File: config.mk
export PLATFORM = sky130hd
export DESIGN_NAME = cdu_ctrl
export DESIGN_NICKNAME = d
export VERILOG_FILES = /design/src/sv/cdu_pkg.sv /design/src/sv/cdu_ctrl.sv
export SDC_FILE = /design/constraint.sdc
export NUM_CORES = 1
export LEC_CHECK = 0
export ABC_CLOCK_PERIOD_IN_PS = 3200
export BUFFER_PORTS_ARGS = -buffer_cell sky130_fd_sc_hd__buf_2
export CORE_UTILIZATION = 54
export CTS_CLUSTER_DIAMETER = 80
export DETAILED_ROUTE_END_ITERATION = 8
export PLACE_DENSITY = 0.83
export REMOVE_ABC_BUFFERS = 1
export SYNTH_ARGS = -nofsm -noshare
export SYNTH_HDL_FRONTEND = slang
export SYNTH_SLANG_ARGS = --single-unit
File: constraint.sdc
create_clock -name clk_i -period 3.2 [get_ports clk_i]
set_clock_uncertainty 0.05 [all_clocks]
set_input_delay 0.64 -clock clk_i [delete_from_list [all_inputs] [get_ports clk_i]]
set_output_delay 0.64 -clock clk_i [all_outputs]
set_load 0.005 [all_outputs]
File: src/sv/cdu_pkg.sv
// shared types, constants and calendar tables for the calendar date unit
`timescale 1ns / 1ps

package cdu_pkg;

  // field widths fixed by the interface
  localparam int DAY_W   = 5;
  localparam int MON_W   = 4;
  localparam int DDIFF_W = 22;
  localparam int MDIFF_W = 17;

  localparam logic [MON_W-1:0] FIRST_MONTH = 4'd0;
  localparam logic [MON_W-1:0] LAST_MONTH  = 4'd11;
  localparam logic [DAY_W-1:0] FIRST_DAY   = 5'd1;
  localparam int               RESET_YEAR  = 2000;

  // operation codes
  typedef enum logic [2:0] {
    FUNC_LOAD       = 3'd0,
    FUNC_ADD_DAYS   = 3'd1,
    FUNC_NEXT_DAY   = 3'd2,
    FUNC_PREV_DAY   = 3'd3,
    FUNC_NEXT_MONTH = 3'd4,
    FUNC_DAY_DIFF   = 3'd5,
    FUNC_MONTH_DIFF = 3'd6
  } func_e;

  // sequencer states
  typedef enum logic [2:0] {
    ST_IDLE,
    ST_EXEC,
    ST_ADDC,
    ST_WALK,
    ST_DSTEP,
    ST_MSTEP,
    ST_MDEC,
    ST_FIN
  } state_e;

  // accumulator operations
  typedef enum logic [1:0] {
    ACC_HOLD,
    ACC_LOAD,
    ACC_ADD
  } acc_op_e;

  // operand choices for the shared adder
  typedef enum logic [3:0] {
    TERM_Y0,
    TERM_Y2,
    TERM_Y3,
    TERM_Y5,
    TERM_Y6,
    TERM_Y8,
    TERM_QUAD,
    TERM_SMALL,
    TERM_MON,
    TERM_ONE,
    TERM_COUNT,
    TERM_DAY,
    TERM_DIM
  } term_e;

  // commands from the sequencer to the datapath
  typedef struct packed {
    logic    in_load;
    func_e   func;
    acc_op_e acc_op;
    term_e   term;
    logic    term_other;
    logic    term_sub;
    logic    simple_exec;
    logic    walk_adv;
    logic    walk_fin;
    logic    out_load;
  } ctl_t;

  // status from the datapath to the sequencer
  typedef struct packed {
    logic earlier;
    logic walk_more;
    logic mdec_need;
  } sts_t;

  // length of a month, months above december read as december
  function automatic logic [DAY_W-1:0] days_in(logic [MON_W-1:0] m, logic leap);
    logic [DAY_W-1:0] len;
    case (m) inside
      4'd1:                    len = leap ? 5'd29 : 5'd28;
      4'd3, 4'd5, 4'd8, 4'd10: len = 5'd30;
      default:                 len = 5'd31;
    endcase
    return len;
  endfunction

  // days before the first of a month in a common year
  function automatic logic [8:0] month_start(logic [MON_W-1:0] m);
    logic [8:0] s;
    case (m)
      4'd0:    s = 9'd0;
      4'd1:    s = 9'd31;
      4'd2:    s = 9'd59;
      4'd3:    s = 9'd90;
      4'd4:    s = 9'd120;
      4'd5:    s = 9'd151;
      4'd6:    s = 9'd181;
      4'd7:    s = 9'd212;
      4'd8:    s = 9'd243;
      4'd9:    s = 9'd273;
      4'd10:   s = 9'd304;
      4'd11:   s = 9'd334;
      default: s = 9'd0;
    endcase
    return s;
  endfunction

  // terms of a day number: 365 * year in shifted parts, leap days, the rest
  function automatic term_e dn_term(logic [2:0] idx);
    term_e t;
    case (idx)
      3'd0:    t = TERM_Y0;
      3'd1:    t = TERM_Y2;
      3'd2:    t = TERM_Y3;
      3'd3:    t = TERM_Y5;
      3'd4:    t = TERM_Y6;
      3'd5:    t = TERM_Y8;
      3'd6:    t = TERM_QUAD;
      default: t = TERM_SMALL;
    endcase
    return t;
  endfunction

endpackage

File: src/sv/cdu_ctrl.sv
// sequencer that steps the shared adder through each operation
`timescale 1ns / 1ps

module cdu_ctrl (
  input  logic          clk_i,
  input  logic          rst_ni,
  input  logic          in_valid_i,
  output logic          in_ready_o,
  input  logic [2:0]    func_i,
  output logic          out_valid_o,
  input  logic          out_ready_i,
  input  cdu_pkg::sts_t sts_i,
  output cdu_pkg::ctl_t ctl_o
);

  localparam logic [3:0] DSTEP_LAST = 4'd15;
  localparam logic [3:0] MSTEP_LAST = 4'd5;

  cdu_pkg::state_e state_q, state_d;
  cdu_pkg::func_e  func_q;
  logic [3:0]      step_q, step_d;
  logic            out_valid_q;
  logic            accept;
  logic            slot_free;

  assign in_ready_o  = (state_q == cdu_pkg::ST_IDLE);
  assign accept      = in_valid_i && in_ready_o;
  assign slot_free   = !out_valid_q || out_ready_i;
  assign out_valid_o = out_valid_q;

  // next state and step count
  always_comb begin
    state_d = state_q;
    step_d  = step_q;
    unique case (state_q)
      cdu_pkg::ST_IDLE: begin
        if (accept) state_d = cdu_pkg::ST_EXEC;
      end
      cdu_pkg::ST_EXEC: begin
        step_d = 4'd1;
        unique case (func_q)
          cdu_pkg::FUNC_ADD_DAYS:   state_d = cdu_pkg::ST_ADDC;
          cdu_pkg::FUNC_DAY_DIFF:   state_d = sts_i.earlier ? cdu_pkg::ST_FIN : cdu_pkg::ST_DSTEP;
          cdu_pkg::FUNC_MONTH_DIFF: state_d = sts_i.earlier ? cdu_pkg::ST_FIN : cdu_pkg::ST_MSTEP;
          default:                  state_d = cdu_pkg::ST_FIN;
        endcase
      end
      cdu_pkg::ST_ADDC: state_d = cdu_pkg::ST_WALK;
      cdu_pkg::ST_WALK: begin
        if (!sts_i.walk_more) state_d = cdu_pkg::ST_FIN;
      end
      cdu_pkg::ST_DSTEP: begin
        step_d = step_q + 4'd1;
        if (step_q == DSTEP_LAST) state_d = cdu_pkg::ST_FIN;
      end
      cdu_pkg::ST_MSTEP: begin
        step_d = step_q + 4'd1;
        if (step_q == MSTEP_LAST) state_d = cdu_pkg::ST_MDEC;
      end
      cdu_pkg::ST_MDEC: state_d = cdu_pkg::ST_FIN;
      cdu_pkg::ST_FIN: begin
        if (slot_free) state_d = cdu_pkg::ST_IDLE;
      end
      default: state_d = cdu_pkg::ST_IDLE;
    endcase
  end

  // datapath commands
  always_comb begin
    ctl_o             = '0;
    ctl_o.func        = func_q;
    ctl_o.acc_op      = cdu_pkg::ACC_HOLD;
    ctl_o.term        = cdu_pkg::TERM_Y0;
    unique case (state_q)
      cdu_pkg::ST_IDLE: ctl_o.in_load = accept;
      cdu_pkg::ST_EXEC: begin
        unique case (func_q)
          cdu_pkg::FUNC_ADD_DAYS: begin
            ctl_o.acc_op = cdu_pkg::ACC_LOAD;
            ctl_o.term   = cdu_pkg::TERM_DAY;
          end
          cdu_pkg::FUNC_DAY_DIFF: begin
            if (!sts_i.earlier) ctl_o.acc_op = cdu_pkg::ACC_LOAD;
            ctl_o.term = cdu_pkg::TERM_Y0;
          end
          cdu_pkg::FUNC_MONTH_DIFF: begin
            if (!sts_i.earlier) ctl_o.acc_op = cdu_pkg::ACC_LOAD;
            ctl_o.term = cdu_pkg::TERM_Y3;
          end
          default: ctl_o.simple_exec = 1'b1;
        endcase
      end
      cdu_pkg::ST_ADDC: begin
        ctl_o.acc_op = cdu_pkg::ACC_ADD;
        ctl_o.term   = cdu_pkg::TERM_COUNT;
      end
      cdu_pkg::ST_WALK: begin
        // trial subtract of the month length decides another month
        ctl_o.term     = cdu_pkg::TERM_DIM;
        ctl_o.term_sub = 1'b1;
        if (sts_i.walk_more) begin
          ctl_o.acc_op   = cdu_pkg::ACC_ADD;
          ctl_o.walk_adv = 1'b1;
        end else begin
          ctl_o.walk_fin = 1'b1;
        end
      end
      cdu_pkg::ST_DSTEP: begin
        // first half adds the stored day number, second half subtracts the other
        ctl_o.acc_op     = cdu_pkg::ACC_ADD;
        ctl_o.term       = cdu_pkg::dn_term(step_q[2:0]);
        ctl_o.term_other = step_q[3];
        ctl_o.term_sub   = step_q[3];
      end
      cdu_pkg::ST_MSTEP: begin
        ctl_o.acc_op = cdu_pkg::ACC_ADD;
        case (step_q)
          4'd1: ctl_o.term = cdu_pkg::TERM_Y2;
          4'd2: ctl_o.term = cdu_pkg::TERM_MON;
          4'd3: begin
            ctl_o.term       = cdu_pkg::TERM_Y3;
            ctl_o.term_other = 1'b1;
            ctl_o.term_sub   = 1'b1;
          end
          4'd4: begin
            ctl_o.term       = cdu_pkg::TERM_Y2;
            ctl_o.term_other = 1'b1;
            ctl_o.term_sub   = 1'b1;
          end
          default: begin
            ctl_o.term       = cdu_pkg::TERM_MON;
            ctl_o.term_other = 1'b1;
            ctl_o.term_sub   = 1'b1;
          end
        endcase
      end
      cdu_pkg::ST_MDEC: begin
        // partial last month does not count
        ctl_o.term     = cdu_pkg::TERM_ONE;
        ctl_o.term_sub = 1'b1;
        if (sts_i.mdec_need) ctl_o.acc_op = cdu_pkg::ACC_ADD;
      end
      cdu_pkg::ST_FIN: ctl_o.out_load = slot_free;
      default: ctl_o.acc_op = cdu_pkg::ACC_HOLD;
    endcase
  end

  // control registers
  always_ff @(posedge clk_i or negedge rst_ni) begin
    if (!rst_ni) begin
      state_q     <= cdu_pkg::ST_IDLE;
      step_q      <= '0;
      out_valid_q <= 1'b0;
    end else begin
      state_q <= state_d;
      step_q  <= step_d;
      if (ctl_o.out_load) begin
        out_valid_q <= 1'b1;
      end else if (out_ready_i) begin
        out_valid_q <= 1'b0;
      end
    end
  end

  // operation code of the beat in work
  always_ff @(posedge clk_i) begin
    if (accept) func_q <= cdu_pkg::func_e'(func_i);
  end

endmodule

# --- Yosys cells after proc, flatten, opt, wreduce, memory -nomap -nowiden ---
# Index checks and enable logic that the tools add are counted.
classes:
  add_sub_neg: 1
  mul: 0
  div_mod_pow: 0
  magnitude_cmp: 0
  eq_ne: 27
  shifts: 0
  muxes: 29
  bitwise_logic: 0
  n_reduce_logical: 13
op_table:
  columns: ["cell", "count"]
  rows:
  - ["$pmux 6 s6", 1]
  - ["$eq 3x3->1 const B", 9]
  - ["$pmux 3 s8", 1]
  - ["$pmux 3 s7", 1]
  - ["$pmux 4 s2", 2]
  - ["$mux 3", 5]
  - ["$pmux 5 s3", 1]
  - ["$eq 3x2->1 const B", 4]
  - ["$mux 2", 6]
  - ["$eq 3x1->1 const B", 3]
  - ["$mux 1", 9]
  - ["$pmux 3 s3", 1]
  - ["$eq 4x2->1 const B", 2]
  - ["$eq 4x3->1 const B", 2]
  - ["$ne 2x2->1 const B", 4]
  - ["$reduce_or 2->1", 4]
  - ["$logic_not 3->1", 2]
  - ["$reduce_and 5->1", 1]
  - ["$add 4x1->4 const B", 1]
  - ["$eq 4x1->1 const B", 1]
  - ["$eq 4x4->1 const B", 1]
  - ["$reduce_bool 2->1", 2]
  - ["$pmux 1 s3", 1]
  - ["$reduce_or 3->1", 1]
  - ["5 further kinds", 5]
totals:
  ff_bits: 11
  latchBits: 0
  ram_bits: 0
  rom_bits: 0
  in_bits: 10
  out_inout_bits: 18
  word_cells: 74
  n_memories: 0

# --- Depth between registers and ports, before layout ---
depth:
  word_depth: 4
  mapped_depth: 6
  depth_no_buf: 6

# --- Worst setup path before layout ---
# No wires, ideal clock.
synth_path:
  path_kind: "register -> output"
  startpoint: "reg step_q[0]"
  endpoint: "out ctl_o[6] in the netlist's numbering"
  arrival_ns: 1.535
  t_required_ns: 2.510
  slack_ns: 0.975
  stages_incl_launch_ff: 6
  n_path_buf: 0
  path_cell_list: "dfrtp_1 > ha_1 > or3_1 > a211oi_2 > o221ai_1 > o21ai_0"
synth_rtl:
  columns: ["item", "line_no", "text"]
  rows:
  - ["from (decl)", "cdu_ctrl.sv:21", "logic [3:0] step_q, step_d;"]
  - ["from (signal assigned)", "cdu_ctrl.sv:156", "step_q <= step_d;"]
  - ["to (decl)", "cdu_ctrl.sv:13", "output cdu_pkg::ctl_t ctl_o"]

==> flow_summary.json <==
{
  "pwr-share-seq": 0.335,
  "post-route-util": 0.696,
  "grt_use_met2": 0.394,
  "wl_per_cell_um": 14.4,
  "grt_overflow": 0,
  "criticalPathCategory": "reg -> out",
  "layout.nets": 159,
  "powerDensity_mw_per_mm2": 981,
  "multi_input_area_sq_um": 587,
  "hpwl_um": 1710,
  "yosys_warnings": 0,
  "max_stage_delay_ns": 0.46,
  "cpMaxStageDelayCell": "dfrtp_1",
  "drt_iter0_drc": 21,
  "syn-instance-count": 118,
  "violations": "DRC",
  "clk-insertion-delay-late_ns": 0.27,
  "grtUsageTotal": 0.260,
  "crit_path_end_kind": "output port",
  "vias": 981,
  "fillers": 144,
  "fmax_mhz": 356,
  "cts.clk_slew.worst_paths_ns": 0.06,
  "rsz0062_at_grt": "false",
  "clockBufferDepth": 2,
  "p_comb_frac": 0.578,
  "outcome": "complete, but fails checks",
  "switching_share": 0.495,
  "antenna_found_initial": 0,
  "period_minus_slack_ns": 2.81,
  "worstHoldPathType": "in -> async",
  "ys_types": 37,
  "io_buffers": 27,
  "final_layout_size_suffix_gt1_frac": 0.225,
  "cts_tree": "done",
  "die_area_sq_mm": 0.00191,
  "rows": 14,
  "ys_ff_latch": 11,
  "yosys-top-cells-area": "dfrtp_1, edfxtp_1, ha_1",
  "post_cts_buffers": 0,
  "ys.flop_type": "dfrtp_1",
  "place.gp.congestion": 0.875,
  "postRouteAntennaNets": 0,
  "ios": 28,
  "die_w_um": 43.7,
  "htreeDepth": 1,
  "cell_internal_pwr_mw": 0.538,
  "hold_violations": 0,
  "p_sw_mw": 0.526,
  "die_height_um": 43.7,
  "grt_pass1_wl_um": 3660,
  "drc_errors": 1,
  "cp.required_ns": 2.51,
  "synth_top_area_share": 0.213,
  "vias_per_cell": 6.21,
  "seqCellArea_sq_um": 290,
  "firstDrtPassIters": 6,
  "synth-edff-count": 3,
  "setup-tns-final_ns": 0,
  "start_util": 0.602,
  "cts_root_buf": "clkbuf_4",
  "drv_slew": 0,
  "start_kind": "flop",
  "peakVddDrop_mv": 0.594,
  "diodes": 0,
  "postSynthAreaPerCell_sq_um": 7.95,
  "path_max_fanout": 7,
  "finalSetupViolations": 0,
  "wirelength_um": 2280,
  "clock_sinks": 11,
  "grtUsageMet1": 0.370,
  "fin_crit_sh": 0.877,
  "p_leak_nw": 0.523,
  "met3_usage": 0.0250,
  "clock_power_share": 0.088,
  "cts_buffers": 3,
  "path_cells": "ha_1 -> or3_1 -> a211oi_2 -> o221ai_1 -> o21ai_0 -> buf_2",
  "synth_seq_area_share": 0.309,
  "busiest_layer": "met2",
  "synthArstFlopShare": 0.727,
  "max_cap_violations": 0,
  "area_growth_pct": 15.6,
  "cts_resized": 0,
  "synth_top_area_cell": "dfrtp_1",
  "crit_arrival_ns": 2.12,
  "worst_pin_slew_ns": 0.669,
  "core_area_sq_mm": 0.00156,
  "netlist_area_sq_um": 938,
  "grt_max_degree": 26,
  "holdBufCountCts": 0,
  "grt_pass1_vias": 831,
  "relSlewSlack": 0.554
}
## layout by cell type (no fill, tap or decap), types with 2 or more instances in the layout
cell and instances:
a21oi_1 9, a22o_1 4, and3_1 2, buf_2 27, clkbuf_4 3, dfrtp_1 8, edfxtp_1 3, ha_1 6
inv_1 6, mux2i_1 2, nand2_1 13, nand2b_1 8, nand3_1 2, nand3b_1 2, nor2_1 6, nor2b_1 2
nor3_1 4, o211ai_1 3, o21ai_0 12, o21bai_1 2, or3_1 2
## cells in the mapped netlist (3+ instances only)
cell and count:
a21oi_1 9, a22o_1 4, buf_2 4, dfrtp_1 8, edfxtp_1 3, ha_1 6, inv_1 6, nand2_1 13
nand2b_1 8, nor2_1 6, nor3_1 4, o211ai_1 3, o21ai_0 12
## layer usage
metal  share of wire  up-vias
li1                -      474
met1            0.46      467
met2            0.47       35
met3           0.050        5
met4           0.016        0
met5               0        -
## power by group through the flow
stage	logic [mW]	clock network, mW	registers [mW]
global placement	0.593	0	0.342
global route	0.691	0.100	0.368
floorplan	0.430	0	0.309
detailed placement	0.609	0	0.350
CTS	0.614	0.0935	0.348
finish	0.614	0.0935	0.356
## critical path: cells and delay by family, from the launching register on
| family | cells | cell delay [ns] |
|---|---|---|
| simple gates | 1 | 0.37 |
| flops | 1 | 0.46 |
| fa+ha+maj | 1 | 0.30 |
| compound gates | 3 | 0.58 |
| buf+inv | 1 | 0.13 |
## cell type report
cell class,count,area share
Clock buffer,4,0.0242
Inverter,7,0.0242
Multi-Input combinational cell,93,0.541
Sequential cell,11,0.268
Tap cell,16,0.0185
Timing Repair Buffer,27,0.125
## sequential cells by signal (all words and copies together), names as in the netlist
name and flops:
state_q 3, step_q 4, out_valid_o 1, func_q 3
## cell families (layout without fill, tap and decap cells)
group                      count (synthesis)  after routing  synth area share
AOI/OAI and AO/OA                         38             38             0.260
xor gates and xnor gates                   1              1           0.00934
adders and majority gates                  6              6            0.0800
buffers and inverters                     14             38            0.0653
DFF                                       11             11             0.309
muxes                                      2              2            0.0213
and+or+nand+nor                           46             46             0.255
## stage by stage
stage | setup slack (ns) | hold WS, ns | std cells | area, sq um | power, mW
floorplan | 0.954 | 0.294 | 111 | 903 | 0.740
global placement | 0.770 | 0.433 | 154 | 1060 | 0.935
detailed placement | 0.701 | 0.439 | 154 | 1060 | 0.959
CTS | 0.401 | 0.155 | 158 | 1080 | 1.06
global route | 0.272 | 0.158 | 158 | 1080 | 1.16
finish | 0.395 | 0.151 | 158 | 1080 | 1.06
## final timing paths
path	from	end	slack, ns	depth (start not counted)
min	rst_ni	step_q[2]$_DFFE_PN0P_	0.15	1
max	step_q[0]$_DFFE_PN0P_	ctl_o[6]	0.39	6
max reg2reg	state_q[1]$_DFFE_PN0P_	step_q[0]$_DFFE_PN0P_	1.58	3
min in group clk_i	out_valid_o$_DFFE_PN0P_	out_valid_o$_DFFE_PN0P_	0.45	2
max in group asynchronous	rst_ni	state_q[1]$_DFFE_PN0P_	2.78	1
min reg2reg	out_valid_o$_DFFE_PN0P_	out_valid_o$_DFFE_PN0P_	0.45	2
(Power assumes the default switching activity.)
