<file path="src/sv/cdu_pkg.sv">
// shared types, constants and calendar tables for the calendar date unit
`timescale 1ns / 1ps

package cdu_pkg;

  // field widths fixed by the interface
  localparam int DAY_W   = 5;
  localparam int MON_W   = 4;
  localparam int DDIFF_W = 22;
  localparam int MDIFF_W = 17;

  localparam logic [MON_W-1:0] FIRST_MONTH = 4'd0;
  localparam logic [MON_W-1:0] LAST_MONTH  = 4'd11;
  localparam logic [DAY_W-1:0] FIRST_DAY   = 5'd1;
  localparam int               RESET_YEAR  = 2000;

  // operation codes
  typedef enum logic [2:0] {
    FUNC_LOAD       = 3'd0,
    FUNC_ADD_DAYS   = 3'd1,
    FUNC_NEXT_DAY   = 3'd2,
    FUNC_PREV_DAY   = 3'd3,
    FUNC_NEXT_MONTH = 3'd4,
    FUNC_DAY_DIFF   = 3'd5,
    FUNC_MONTH_DIFF = 3'd6
  } func_e;

  // sequencer states
  typedef enum logic [2:0] {
    ST_IDLE,
    ST_EXEC,
    ST_ADDC,
    ST_WALK,
    ST_DSTEP,
    ST_MSTEP,
    ST_MDEC,
    ST_FIN
  } state_e;

  // accumulator operations
  typedef enum logic [1:0] {
    ACC_HOLD,
    ACC_LOAD,
    ACC_ADD
  } acc_op_e;

  // operand choices for the shared adder
  typedef enum logic [3:0] {
    TERM_Y0,
    TERM_Y2,
    TERM_Y3,
    TERM_Y5,
    TERM_Y6,
    TERM_Y8,
    TERM_QUAD,
    TERM_SMALL,
    TERM_MON,
    TERM_ONE,
    TERM_COUNT,
    TERM_DAY,
    TERM_DIM
  } term_e;

  // commands from the sequencer to the datapath
  typedef struct packed {
    logic    in_load;
    func_e   func;
    acc_op_e acc_op;
    term_e   term;
    logic    term_other;
    logic    term_sub;
    logic    simple_exec;
    logic    walk_adv;
    logic    walk_fin;
    logic    out_load;
  } ctl_t;

  // status from the datapath to the sequencer
  typedef struct packed {
    logic earlier;
    logic walk_more;
    logic mdec_need;
  } sts_t;

  // length of a month, months above december read as december
  function automatic logic [DAY_W-1:0] days_in(logic [MON_W-1:0] m, logic leap);
    logic [DAY_W-1:0] len;
    case (m) inside
      4'd1:                    len = leap ? 5'd29 : 5'd28;
      4'd3, 4'd5, 4'd8, 4'd10: len = 5'd30;
      default:                 len = 5'd31;
    endcase
    return len;
  endfunction

  // days before the first of a month in a common year
  function automatic logic [8:0] month_start(logic [MON_W-1:0] m);
    logic [8:0] s;
    case (m)
      4'd0:    s = 9'd0;
      4'd1:    s = 9'd31;
      4'd2:    s = 9'd59;
      4'd3:    s = 9'd90;
      4'd4:    s = 9'd120;
      4'd5:    s = 9'd151;
      4'd6:    s = 9'd181;
      4'd7:    s = 9'd212;
      4'd8:    s = 9'd243;
      4'd9:    s = 9'd273;
      4'd10:   s = 9'd304;
      4'd11:   s = 9'd334;
      default: s = 9'd0;
    endcase
    return s;
  endfunction

  // terms of a day number: 365 * year in shifted parts, leap days, the rest
  function automatic term_e dn_term(logic [2:0] idx);
    term_e t;
    case (idx)
      3'd0:    t = TERM_Y0;
      3'd1:    t = TERM_Y2;
      3'd2:    t = TERM_Y3;
      3'd3:    t = TERM_Y5;
      3'd4:    t = TERM_Y6;
      3'd5:    t = TERM_Y8;
      3'd6:    t = TERM_QUAD;
      default: t = TERM_SMALL;
    endcase
    return t;
  endfunction

endpackage

</file>
<file path="src/sv/cdu_datapath.sv">
// date registers, shared adder with accumulator, and result registers
`timescale 1ns / 1ps

module cdu_datapath #(
  parameter int YEAR_BITS  = 12,
  parameter int COUNT_BITS = 16
) (
  input  logic                               clk_i,
  input  logic                               rst_ni,
  input  cdu_pkg::ctl_t                      ctl_i,
  output cdu_pkg::sts_t                      sts_o,
  input  logic [COUNT_BITS-1:0]              day_count_i,
  input  logic [cdu_pkg::DAY_W-1:0]          other_day_i,
  input  logic [cdu_pkg::MON_W-1:0]          other_month_i,
  input  logic [YEAR_BITS-1:0]               other_year_i,
  output logic [cdu_pkg::DAY_W-1:0]          cur_day_o,
  output logic [cdu_pkg::MON_W-1:0]          cur_month_o,
  output logic [YEAR_BITS-1:0]               cur_year_o,
  output logic                               before_other_o,
  output logic                               equals_other_o,
  output logic                               after_other_o,
  output logic signed [cdu_pkg::DDIFF_W-1:0] day_difference_o,
  output logic signed [cdu_pkg::MDIFF_W-1:0] month_difference_o,
  output logic                               year_overflow_o
);

  localparam int DnW  = YEAR_BITS + 10;
  localparam int CntW = COUNT_BITS + 2;
  localparam int WideW = (DnW > CntW) ? DnW : CntW;
  localparam int AccW = (WideW > cdu_pkg::DDIFF_W) ? WideW : cdu_pkg::DDIFF_W;

  // stored date
  logic [cdu_pkg::DAY_W-1:0] day_q, day_d;
  logic [cdu_pkg::MON_W-1:0] mon_q, mon_d;
  logic [YEAR_BITS-1:0]      yr_q, yr_d;
  logic                      ovf_q, ovf_d;

  // beat under work
  logic [cdu_pkg::DAY_W-1:0] od_q;
  logic [cdu_pkg::MON_W-1:0] om_q;
  logic [YEAR_BITS-1:0]      oy_q;
  logic [COUNT_BITS-1:0]     cnt_q;
  logic [AccW-1:0]           acc_q;

  // result registers
  logic [cdu_pkg::DAY_W-1:0]          out_day_q;
  logic [cdu_pkg::MON_W-1:0]          out_mon_q;
  logic [YEAR_BITS-1:0]               out_yr_q;
  logic                               out_before_q, out_equal_q, out_after_q, out_ovf_q;
  logic signed [cdu_pkg::DDIFF_W-1:0] out_ddiff_q;
  logic signed [cdu_pkg::MDIFF_W-1:0] out_mdiff_q;

  // other date made valid
  logic [cdu_pkg::MON_W-1:0] om_c;
  logic [cdu_pkg::DAY_W-1:0] dim_in, od_c;

  assign om_c   = (other_month_i > cdu_pkg::LAST_MONTH) ? cdu_pkg::LAST_MONTH : other_month_i;
  assign dim_in = cdu_pkg::days_in(om_c, other_year_i[1:0] == 2'b00);
  assign od_c   = (other_day_i == '0) ? cdu_pkg::FIRST_DAY :
                  ((other_day_i > dim_in) ? dim_in : other_day_i);

  always_ff @(posedge clk_i) begin
    if (ctl_i.in_load) begin
      od_q  <= od_c;
      om_q  <= om_c;
      oy_q  <= other_year_i;
      cnt_q <= day_count_i;
    end
  end

  // month arithmetic on the stored date
  logic [cdu_pkg::DAY_W-1:0] cur_dim, adv_dim;
  logic                      adv_wrap, adv_ovf;
  logic [cdu_pkg::MON_W-1:0] adv_mon, prev_mon;
  logic [YEAR_BITS-1:0]      adv_yr, prev_yr;

  assign cur_dim  = cdu_pkg::days_in(mon_q, yr_q[1:0] == 2'b00);
  assign adv_wrap = (mon_q == cdu_pkg::LAST_MONTH);
  assign adv_mon  = adv_wrap ? cdu_pkg::FIRST_MONTH : mon_q + 4'd1;
  assign adv_yr   = adv_wrap ? yr_q + YEAR_BITS'(1) : yr_q;
  assign adv_ovf  = adv_wrap && (&yr_q);
  assign adv_dim  = cdu_pkg::days_in(adv_mon, adv_yr[1:0] == 2'b00);
  assign prev_mon = mon_q - 4'd1;
  assign prev_yr  = yr_q - YEAR_BITS'(1);

  // operand selection for the shared adder
  logic [YEAR_BITS-1:0]      tx_yr;
  logic [cdu_pkg::MON_W-1:0] tx_mon;
  logic [cdu_pkg::DAY_W-1:0] tx_day;
  logic                      tx_adj;
  logic [YEAR_BITS:0]        tx_yr3;
  logic [AccW-1:0]           tx_y, term_val, opnd, sum;
  logic                      carry;

  assign tx_yr  = ctl_i.term_other ? oy_q : yr_q;
  assign tx_mon = ctl_i.term_other ? om_q : mon_q;
  assign tx_day = ctl_i.term_other ? od_q : day_q;
  assign tx_adj = (tx_mon > 4'd1) && (tx_yr[1:0] == 2'b00);
  assign tx_yr3 = {1'b0, tx_yr} + (YEAR_BITS + 1)'(3);
  assign tx_y   = AccW'(tx_yr);

  always_comb begin
    case (ctl_i.term)
      cdu_pkg::TERM_Y0:    term_val = tx_y;
      cdu_pkg::TERM_Y2:    term_val = tx_y << 2;
      cdu_pkg::TERM_Y3:    term_val = tx_y << 3;
      cdu_pkg::TERM_Y5:    term_val = tx_y << 5;
      cdu_pkg::TERM_Y6:    term_val = tx_y << 6;
      cdu_pkg::TERM_Y8:    term_val = tx_y << 8;
      cdu_pkg::TERM_QUAD:  term_val = AccW'(tx_yr3 >> 2);
      cdu_pkg::TERM_SMALL: term_val = AccW'(cdu_pkg::month_start(tx_mon)) + AccW'(tx_adj)
                                      + AccW'(tx_day);
      cdu_pkg::TERM_MON:   term_val = AccW'(tx_mon);
      cdu_pkg::TERM_ONE:   term_val = AccW'(1);
      cdu_pkg::TERM_COUNT: term_val = AccW'(cnt_q);
      cdu_pkg::TERM_DAY:   term_val = AccW'(day_q);
      cdu_pkg::TERM_DIM:   term_val = AccW'(cur_dim);
      default:             term_val = '0;
    endcase
  end

  // shared add and subtract unit, carry out high means no borrow
  assign opnd = ctl_i.term_sub ? ~term_val : term_val;
  assign {carry, sum} = {1'b0, acc_q} + {1'b0, opnd} + (AccW + 1)'(ctl_i.term_sub);

  always_ff @(posedge clk_i) begin
    case (ctl_i.acc_op)
      cdu_pkg::ACC_LOAD: acc_q <= term_val;
      cdu_pkg::ACC_ADD:  acc_q <= sum;
      default:           acc_q <= acc_q;
    endcase
  end

  // lexicographic compare of stored against other
  logic cmp_before, cmp_equal;

  assign cmp_before = (yr_q < oy_q) ||
                      ((yr_q == oy_q) && ((mon_q < om_q) || ((mon_q == om_q) && (day_q < od_q))));
  assign cmp_equal  = (yr_q == oy_q) && (mon_q == om_q) && (day_q == od_q);

  assign sts_o.earlier   = cmp_before;
  assign sts_o.walk_more = carry && (sum != '0);
  assign sts_o.mdec_need = (acc_q != '0) && (day_q < od_q);

  // next stored date
  always_comb begin
    day_d = day_q;
    mon_d = mon_q;
    yr_d  = yr_q;
    ovf_d = ovf_q;
    if (ctl_i.in_load) begin
      ovf_d = 1'b0;
    end else if (ctl_i.walk_adv) begin
      mon_d = adv_mon;
      yr_d  = adv_yr;
      ovf_d = ovf_q | adv_ovf;
    end else if (ctl_i.walk_fin) begin
      day_d = acc_q[cdu_pkg::DAY_W-1:0];
    end else if (ctl_i.simple_exec) begin
      unique case (ctl_i.func)
        cdu_pkg::FUNC_LOAD: begin
          day_d = od_q;
          mon_d = om_q;
          yr_d  = oy_q;
        end
        cdu_pkg::FUNC_NEXT_DAY: begin
          if (day_q >= cur_dim) begin
            day_d = cdu_pkg::FIRST_DAY;
            mon_d = adv_mon;
            yr_d  = adv_yr;
            ovf_d = adv_ovf;
          end else begin
            day_d = day_q + 5'd1;
          end
        end
        cdu_pkg::FUNC_PREV_DAY: begin
          if (day_q <= cdu_pkg::FIRST_DAY) begin
            if (mon_q == cdu_pkg::FIRST_MONTH) begin
              // back over new year into december
              mon_d = cdu_pkg::LAST_MONTH;
              yr_d  = prev_yr;
              ovf_d = (yr_q == '0);
              day_d = cdu_pkg::days_in(cdu_pkg::LAST_MONTH, prev_yr[1:0] == 2'b00);
            end else begin
              mon_d = prev_mon;
              day_d = cdu_pkg::days_in(prev_mon, yr_q[1:0] == 2'b00);
            end
          end else begin
            day_d = day_q - 5'd1;
          end
        end
        cdu_pkg::FUNC_NEXT_MONTH: begin
          mon_d = adv_mon;
          yr_d  = adv_yr;
          ovf_d = adv_ovf;
          day_d = (day_q > adv_dim) ? adv_dim : day_q;
        end
        default: ovf_d = ovf_q;
      endcase
    end
  end

  always_ff @(posedge clk_i or negedge rst_ni) begin
    if (!rst_ni) begin
      day_q <= cdu_pkg::FIRST_DAY;
      mon_q <= cdu_pkg::FIRST_MONTH;
      yr_q  <= YEAR_BITS'(cdu_pkg::RESET_YEAR);
      ovf_q <= 1'b0;
    end else begin
      day_q <= day_d;
      mon_q <= mon_d;
      yr_q  <= yr_d;
      ovf_q <= ovf_d;
    end
  end

  // result beat
  logic is_day_diff, is_month_diff;

  assign is_day_diff   = (ctl_i.func == cdu_pkg::FUNC_DAY_DIFF);
  assign is_month_diff = (ctl_i.func == cdu_pkg::FUNC_MONTH_DIFF);

  always_ff @(posedge clk_i) begin
    if (ctl_i.out_load) begin
      out_day_q    <= day_q;
      out_mon_q    <= mon_q;
      out_yr_q     <= yr_q;
      out_ovf_q    <= ovf_q;
      out_before_q <= (is_day_diff || is_month_diff) && cmp_before;
      out_equal_q  <= (is_day_diff || is_month_diff) && cmp_equal;
      out_after_q  <= (is_day_diff || is_month_diff) && !cmp_before && !cmp_equal;
      if (is_day_diff) begin
        out_ddiff_q <= cmp_before ? '1 : acc_q[cdu_pkg::DDIFF_W-1:0];
      end else begin
        out_ddiff_q <= '0;
      end
      if (is_month_diff) begin
        out_mdiff_q <= cmp_before ? '1 : acc_q[cdu_pkg::MDIFF_W-1:0];
      end else begin
        out_mdiff_q <= '0;
      end
    end
  end

  assign cur_day_o          = out_day_q;
  assign cur_month_o        = out_mon_q;
  assign cur_year_o         = out_yr_q;
  assign before_other_o     = out_before_q;
  assign equals_other_o     = out_equal_q;
  assign after_other_o      = out_after_q;
  assign day_difference_o   = out_ddiff_q;
  assign month_difference_o = out_mdiff_q;
  assign year_overflow_o    = out_ovf_q;

endmodule

</file>
<file path="config.mk">
export PLATFORM = sky130hd
export DESIGN_NAME = cdu_datapath
export DESIGN_NICKNAME = d
export VERILOG_FILES = /design/src/sv/cdu_pkg.sv /design/src/sv/cdu_datapath.sv
export SDC_FILE = /design/constraint.sdc
export NUM_CORES = 1
export LEC_CHECK = 0
export BUFFER_PORTS_ARGS = -buffer_cell sky130_fd_sc_hd__clkbuf_2
export CAP_MARGIN = 10
export CORE_MARGIN = 3
export CORE_UTILIZATION = 55
export CTS_CLUSTER_SIZE = 25
export DETAILED_ROUTE_END_ITERATION = 16
export PLACE_DENSITY_LB_ADDON = 0.25
export RECOVER_POWER = 25
export SLEW_MARGIN = 5
export SYNTH_ARGS = -nofsm -noshare
export SYNTH_HDL_FRONTEND = slang
export SYNTH_SLANG_ARGS = --single-unit
export TNS_END_PERCENT = 1
</file>
<file path="constraint.sdc">
create_clock -name clk_i -period 7.06 [get_ports clk_i]
set_clock_uncertainty 0.05 [all_clocks]
set_input_delay 0 -clock clk_i [delete_from_list [all_inputs] [get_ports clk_i]]
set_output_delay 0 -clock clk_i [all_outputs]
set_load 0.02 [all_outputs]
</file>
# Yosys cells after proc, flatten, opt, wreduce, memory -nomap -nowiden
# Memory sizes are Yosys's and may differ from the RTL's.
# Cells that the tools add are included.
[word_totals]
mem_bits_rw = 0
n_memories = 1
ff_bits = 145
latchBits = 0
out_inout_bits = 67
mem_bits_ro = 144
[mem_list]
columns = ["memory", "words", "width", "read_ports", "rd_clocked_by_memory_dff", "wr", "line", "text"]
rows = [
  ["(no name shown)", 16, 9, 1, 0, 0, "cdu_pkg.sv:99", "case (m)"],
]
[classes]
n_reduce_logical = 44
add_sub_neg = 11
bitwise_logic = 4
magnitude_cmp = 9
eq_ne = 52
n_shift = 0
n_div = 0
muxes = 53
multipliers = 0
[op_table]
columns = ["op", "count"]
rows = [
  ["one-hot mux 20 bit (13 select lines)", 1],
  ["2-to-1 mux 12 bit", 8],
  ["equality test 4 bit, second input constant", 14],
  ["one-hot mux 12 bit (4 select lines)", 1],
  ["2-to-1 mux 5 bit", 9],
  ["2-to-1 mux 22 bit", 2],
  ["one-hot mux 22 bit (2 select lines)", 1],
  ["nonzero test 22 bit", 2],
  ["2-to-1 mux 4 bit", 9],
  ["equality test 4 x 3 -> 1 bit, second input constant", 8],
  ["equality test 4 x 2 -> 1 bit, second input constant", 6],
  ["adder 22 x 22 -> 23 bit", 1],
  ["adder 23 x 1 -> 23 bit", 1],
  ["NOT 22 bit", 1],
  ["equality test 4 x 1 -> 1 bit, second input constant", 5],
  ["one-hot mux 5 bit (4 select lines)", 1],
  ["2-to-1 mux 17 bit", 1],
  ["one-hot mux 4 bit (4 select lines)", 1],
  ["OR reduction 4 bit", 4],
  ["nonzero test 5 bit", 3],
  ["2-to-1 mux 1 bit", 14],
  ["adder 12 x 2 -> 13 bit, second input constant", 1],
  ["adder 12 x 1 -> 12 bit, second input constant", 1],
  ["equality test 12 bit", 1],
  ["other kinds (44)", 77],
]

# Logic depth before layout (Yosys ltp)
[depth]
depth_word = 12
depth_mapped = 32
depth_no_buf = 29

# Least setup slack after synthesis
# No wires, ideal clock.
[synth_path]
kind = "input to output"
start = "in ctl_i[5] in the netlist's numbering"
end = "out sts_o[1] in the netlist's numbering"
slack_ns = 0.789
path_stages = 31
n_path_buf = 3
required_ns = 7.010
arrival_ns = 6.221
cell_sequence = "buf_6 > buf_2 > clkbuf_1 > nand2_1 > o21ai_1 > inv_1 > ha_1 > a22oi_1 > fa_1 > inv_1 > fa_1 > a21o_1 > a21oi_1 > nor2b_1 > o21ai_0 > nor2_1 > a211o_1 > o31ai_1 > a221oi_1 > xnor2_1 > ha_1 > and3_1 > a221o_1 > a31oi_1 > o31ai_1 > a21o_1 > a21o_1 > a31o_2 > xor2_1 > nor2_1 > a41oi_1"
[synth_rtl]
columns = ["item", "line", "text"]
rows = [
  ["from (decl)", "cdu_datapath.sv:10", "input cdu_pkg::ctl_t ctl_i,"],
  ["to (decl)", "cdu_datapath.sv:11", "output cdu_pkg::sts_t sts_o,"],
]

==> flow_summary_export.csv <==
group,metric,value,unit
critical_path,cp.required,7010,ps
cts,clockRootBuffer,"clkbuf_16",
power,power_leakage,5.24,nW
sta,finalCriticalPeriod,6610,ps
critical_path,cp-start-kind,"flip-flop",
global_routing,grt_pass1_wl,45.4,mm
cts,clock-sinks,145,
global_routing,grt_antenna_before_repair,0,
cts,numCtsBuffers,17,
logic_synthesis,syn_area,0.0105,mm²
worst_hold_path,hold_path_end,"day_q[2]",
critical_path,endpoint_kind,"output pin",
logic_synthesis,yosys-top-cells-count,"nor2_1, edfxtp_1, ha_1",
logic_synthesis,yosys_warnings,0,
power,p_per_area,298,mW/mm²
global_routing,track_usage,0.282,
sta,tightestPinTransition,2170,ps
route,drtIter0Drc,1072,
cells_and_area,fillers,1470,
critical_path,cp.arrival,6560,ps
cts,path_clk_slew,70,ps
cts,clk_latency,430,ps
worst_hold_path,hp-class,"in -> reg",
logic_synthesis,seq_area_frac_synth,0.406,
critical_path,crit_path_frequent_cell,"a21o_1",
worst_hold_path,worstHoldStart,"ctl_i[1]",
critical_path,worstPathMaxFanout,8,
global_routing,grt_max_degree,65,
critical_path,cpMaxStageDelayCell,"a221oi_1",
logic_synthesis,synth_top_area_frac,0.353,
logic_synthesis,synth_edf_count,123,
sta,hold_viol_final,0,
sta,slew_violations,41,
power,p_total,3.64,mW
sta,slew_headroom,-0.448,
route,final_antenna_net_count,0,
floorplanning,std_cell_rows,49,
cts,h-tree-depth,4,
logic_synthesis,ys_seq_elements,145,
cells_and_area,stdcell_count,1494,
power,vdd_ir_drop_max,184,µV
critical_path,worstSetupPathType,"reg -> out",
placed_design,dp_hpwl,21.6,mm
logic_synthesis,yosysMostFrequentCell,"nor2_1",
floorplanning,die_w,144,µm
worst_hold_path,hold_depth,3,
sta,max_freq,151,MHz
critical_path,regToRegEndpoint,"acc_q[20]",
logic_synthesis,synth_top_area_cell,"edfxtp_1",
logic_synthesis,synth.net_count,1246,
floorplanning,core,0.0183,mm²
logic_synthesis,synth.distinct_cells,76,
sta,post-route-period-util,0.937,
cts,clockBufferDepth,2,
critical_path,cp_slowest_stage_delay,440,ps
global_routing,grt_pass1_vias,8285,
route,vias_per_cell,6.18,
sta,setup_viol,0,
cells_and_area,area_growth,16.9,%
placed_design,port_buffers,121,
route,drt_wl_total,29.2,mm
route,wl_per_cell,19.6,µm
placed_design,dp_cells,1419,
floorplanning,dieArea,0.0207,mm²
cells_and_area,drive_gt1_frac,0.157,
critical_path,worstRegToRegCells,25,
critical_path,timing.rr.start,"mon_q[1]",
cells_and_area,num-nets-final,1382,
critical_path,r2r_slack,980,ps
status,status,"finished with violations",
logic_synthesis,syn_avg_cell_area,9.38,µm²
route,drcViolationCount,0,
placed_design,gp_congestion,0.988,
logic_synthesis,synth.area.top_cells,"edfxtp_1, ha_1, nor2_1",
floorplanning,die_h,144,µm
cells_and_area,n_antenna_cell,0,
floorplanning,floorplan.initialDensity,0.571,
cts,cts_tree,"built",
logic_synthesis,async_flop_share,0.152,
floorplanning,num_io_pins,122,
route,via_count,9238,
logic_synthesis,synthCells,1116,
route,first_pass_iters,5,
global_routing,overflow,0,
status,violations,"max-capacitance violations, max-slew violations",
job,maxCapViolCount,1,
sta,fin_setup_tns,0,ps
logic_synthesis,ys.flop_type,"edfxtp_1",
[repair_timing]
action	in CTS	in global routing
buffers inserted	0	3
hold buffers	40	0
setup endpoints to repair	1	1
hold endpoints to repair	59	0
pin swaps	0	1
resized for setup	1	8
[worst max-delay path: cells and delay by family (launching register included)]
kind,cells,cell delay (ps)
flip-flops,1,430
AO/OA/AOI/OAI,15,3350
buffers and inverters,4,600
XOR/XNOR,3,450
adder cells (fa/ha/maj),3,1040
AND/OR/NAND/NOR,2,250
[layout by cell type (no fill, tap or decap), types with 7 or more instances in the layout]
| cell | netlist | routed |
|---|---|---|
| dlygate4sd3_1 | 0 | 40 |
| nor2_1 | 148 | 148 |
| inv_1 | 46 | 46 |
| edfxtp_1 | 123 | 123 |
| o21a_1 | 8 | 8 |
| nand4_1 | 9 | 9 |
| nand2_1 | 71 | 71 |
| dfstp_2 | 7 | 7 |
| a22oi_1 | 14 | 13 |
| nor3_1 | 19 | 19 |
| o21ai_0 | 64 | 63 |
| mux2_2 | 10 | 10 |
| o221ai_1 | 9 | 9 |
| and2_1 | 9 | 9 |
| a211oi_1 | 12 | 11 |
| a21o_1 | 29 | 29 |
| o31ai_1 | 7 | 7 |
| a22o_1 | 14 | 14 |
| ha_1 | 72 | 71 |
| clkbuf_1 | 53 | 9 |
| a21oi_1 | 70 | 69 |
| and3_1 | 15 | 15 |
| buf_4 | 1 | 17 |
| nor3b_1 | 8 | 8 |
| nor4_1 | 13 | 13 |
| xor2_1 | 33 | 33 |
| nand3_1 | 19 | 19 |
| xnor2_1 | 41 | 41 |
| clkbuf_2 | 0 | 113 |
| nand2b_1 | 15 | 15 |
| clkbuf_16 | 0 | 17 |
| dfrtp_1 | 15 | 14 |
| o22ai_1 | 34 | 34 |
| nor2b_1 | 16 | 16 |
| mux2i_1 | 23 | 23 |
[how the worst max path moves through the flow]
stage	start	to	slack [ps]	cells past startpoint
floorplan	ctl_i[5]	sts_o[1]	790	31
global placement	mon_q[1]	sts_o[1]	560	30
detailed placement	mon_q[1]	sts_o[1]	480	30
CTS	mon_q[1]	sts_o[1]	80	30
global route	mon_q[1]	sts_o[1]	-60	27
finish	mon_q[1]	sts_o[1]	450	27
[metrics by stage]
step / hold WS (ps) / area [µm²] / util / worst slack [ps]
after detailed placement: -13.5 / 11200 / 0.612 / 481
after floorplan: -346 / 10500 / - / 789
after global placement: -22.6 / 11200 / 0.612 / 555
final: 27.3 / 12200 / 0.667 / 448
after global routing: 32.4 / 12200 / 0.667 / -62.7
after CTS: 2.69 / 12200 / 0.665 / 77.0
[registers in the layout (all words and copies together), names as in the netlist, 4 cells and up]
signal              flops
acc_q                  22
cnt_q                  16
cur_day_o               5
cur_month_o             4
cur_year_o             12
day_difference_o       22
day_q                   5
mon_q                   4
month_difference_o     17
od_q                    5
om_q                    4
oy_q                   12
yr_q                   12
[area by class of cell]
type / count / area [µm²] / share of cell area
clock inverters: 15 / 144 / 0.0118
well taps: 229 / 287 / 0.0234
multi-input cells: 863 / 5830 / 0.476
repair buffers: 179 / 1130 / 0.0921
flip-flops and latches: 145 / 4250 / 0.348
inverters: 46 / 173 / 0.0141
clock buffers: 17 / 425 / 0.0348
[power breakdown]
part	switching, mW	internal, mW
Combinational	0.895	0.604
Clock	0.424	0.469
Sequential	0.170	1.08
[per-layer routing]
layer	track usage	wire, µm	vias up
met5	0	0	-
met4	0.0887	712	0
met3	0.0493	2880	43
met2	0.400	12100	487
met1	0.437	13500	4315
li1	-	-	4393
[cells by family after synthesis]
| group | after synthesis | synth area share |
|---|---|---|
| mux | 34 | 0.0341 |
| buf+inv | 108 | 0.0405 |
| xor+xnor | 74 | 0.0619 |
| fa+ha+maj | 75 | 0.0918 |
| compound gates | 314 | 0.199 |
| flops | 145 | 0.406 |
| simple gates | 366 | 0.166 |
(Power assumes the default switching activity.)
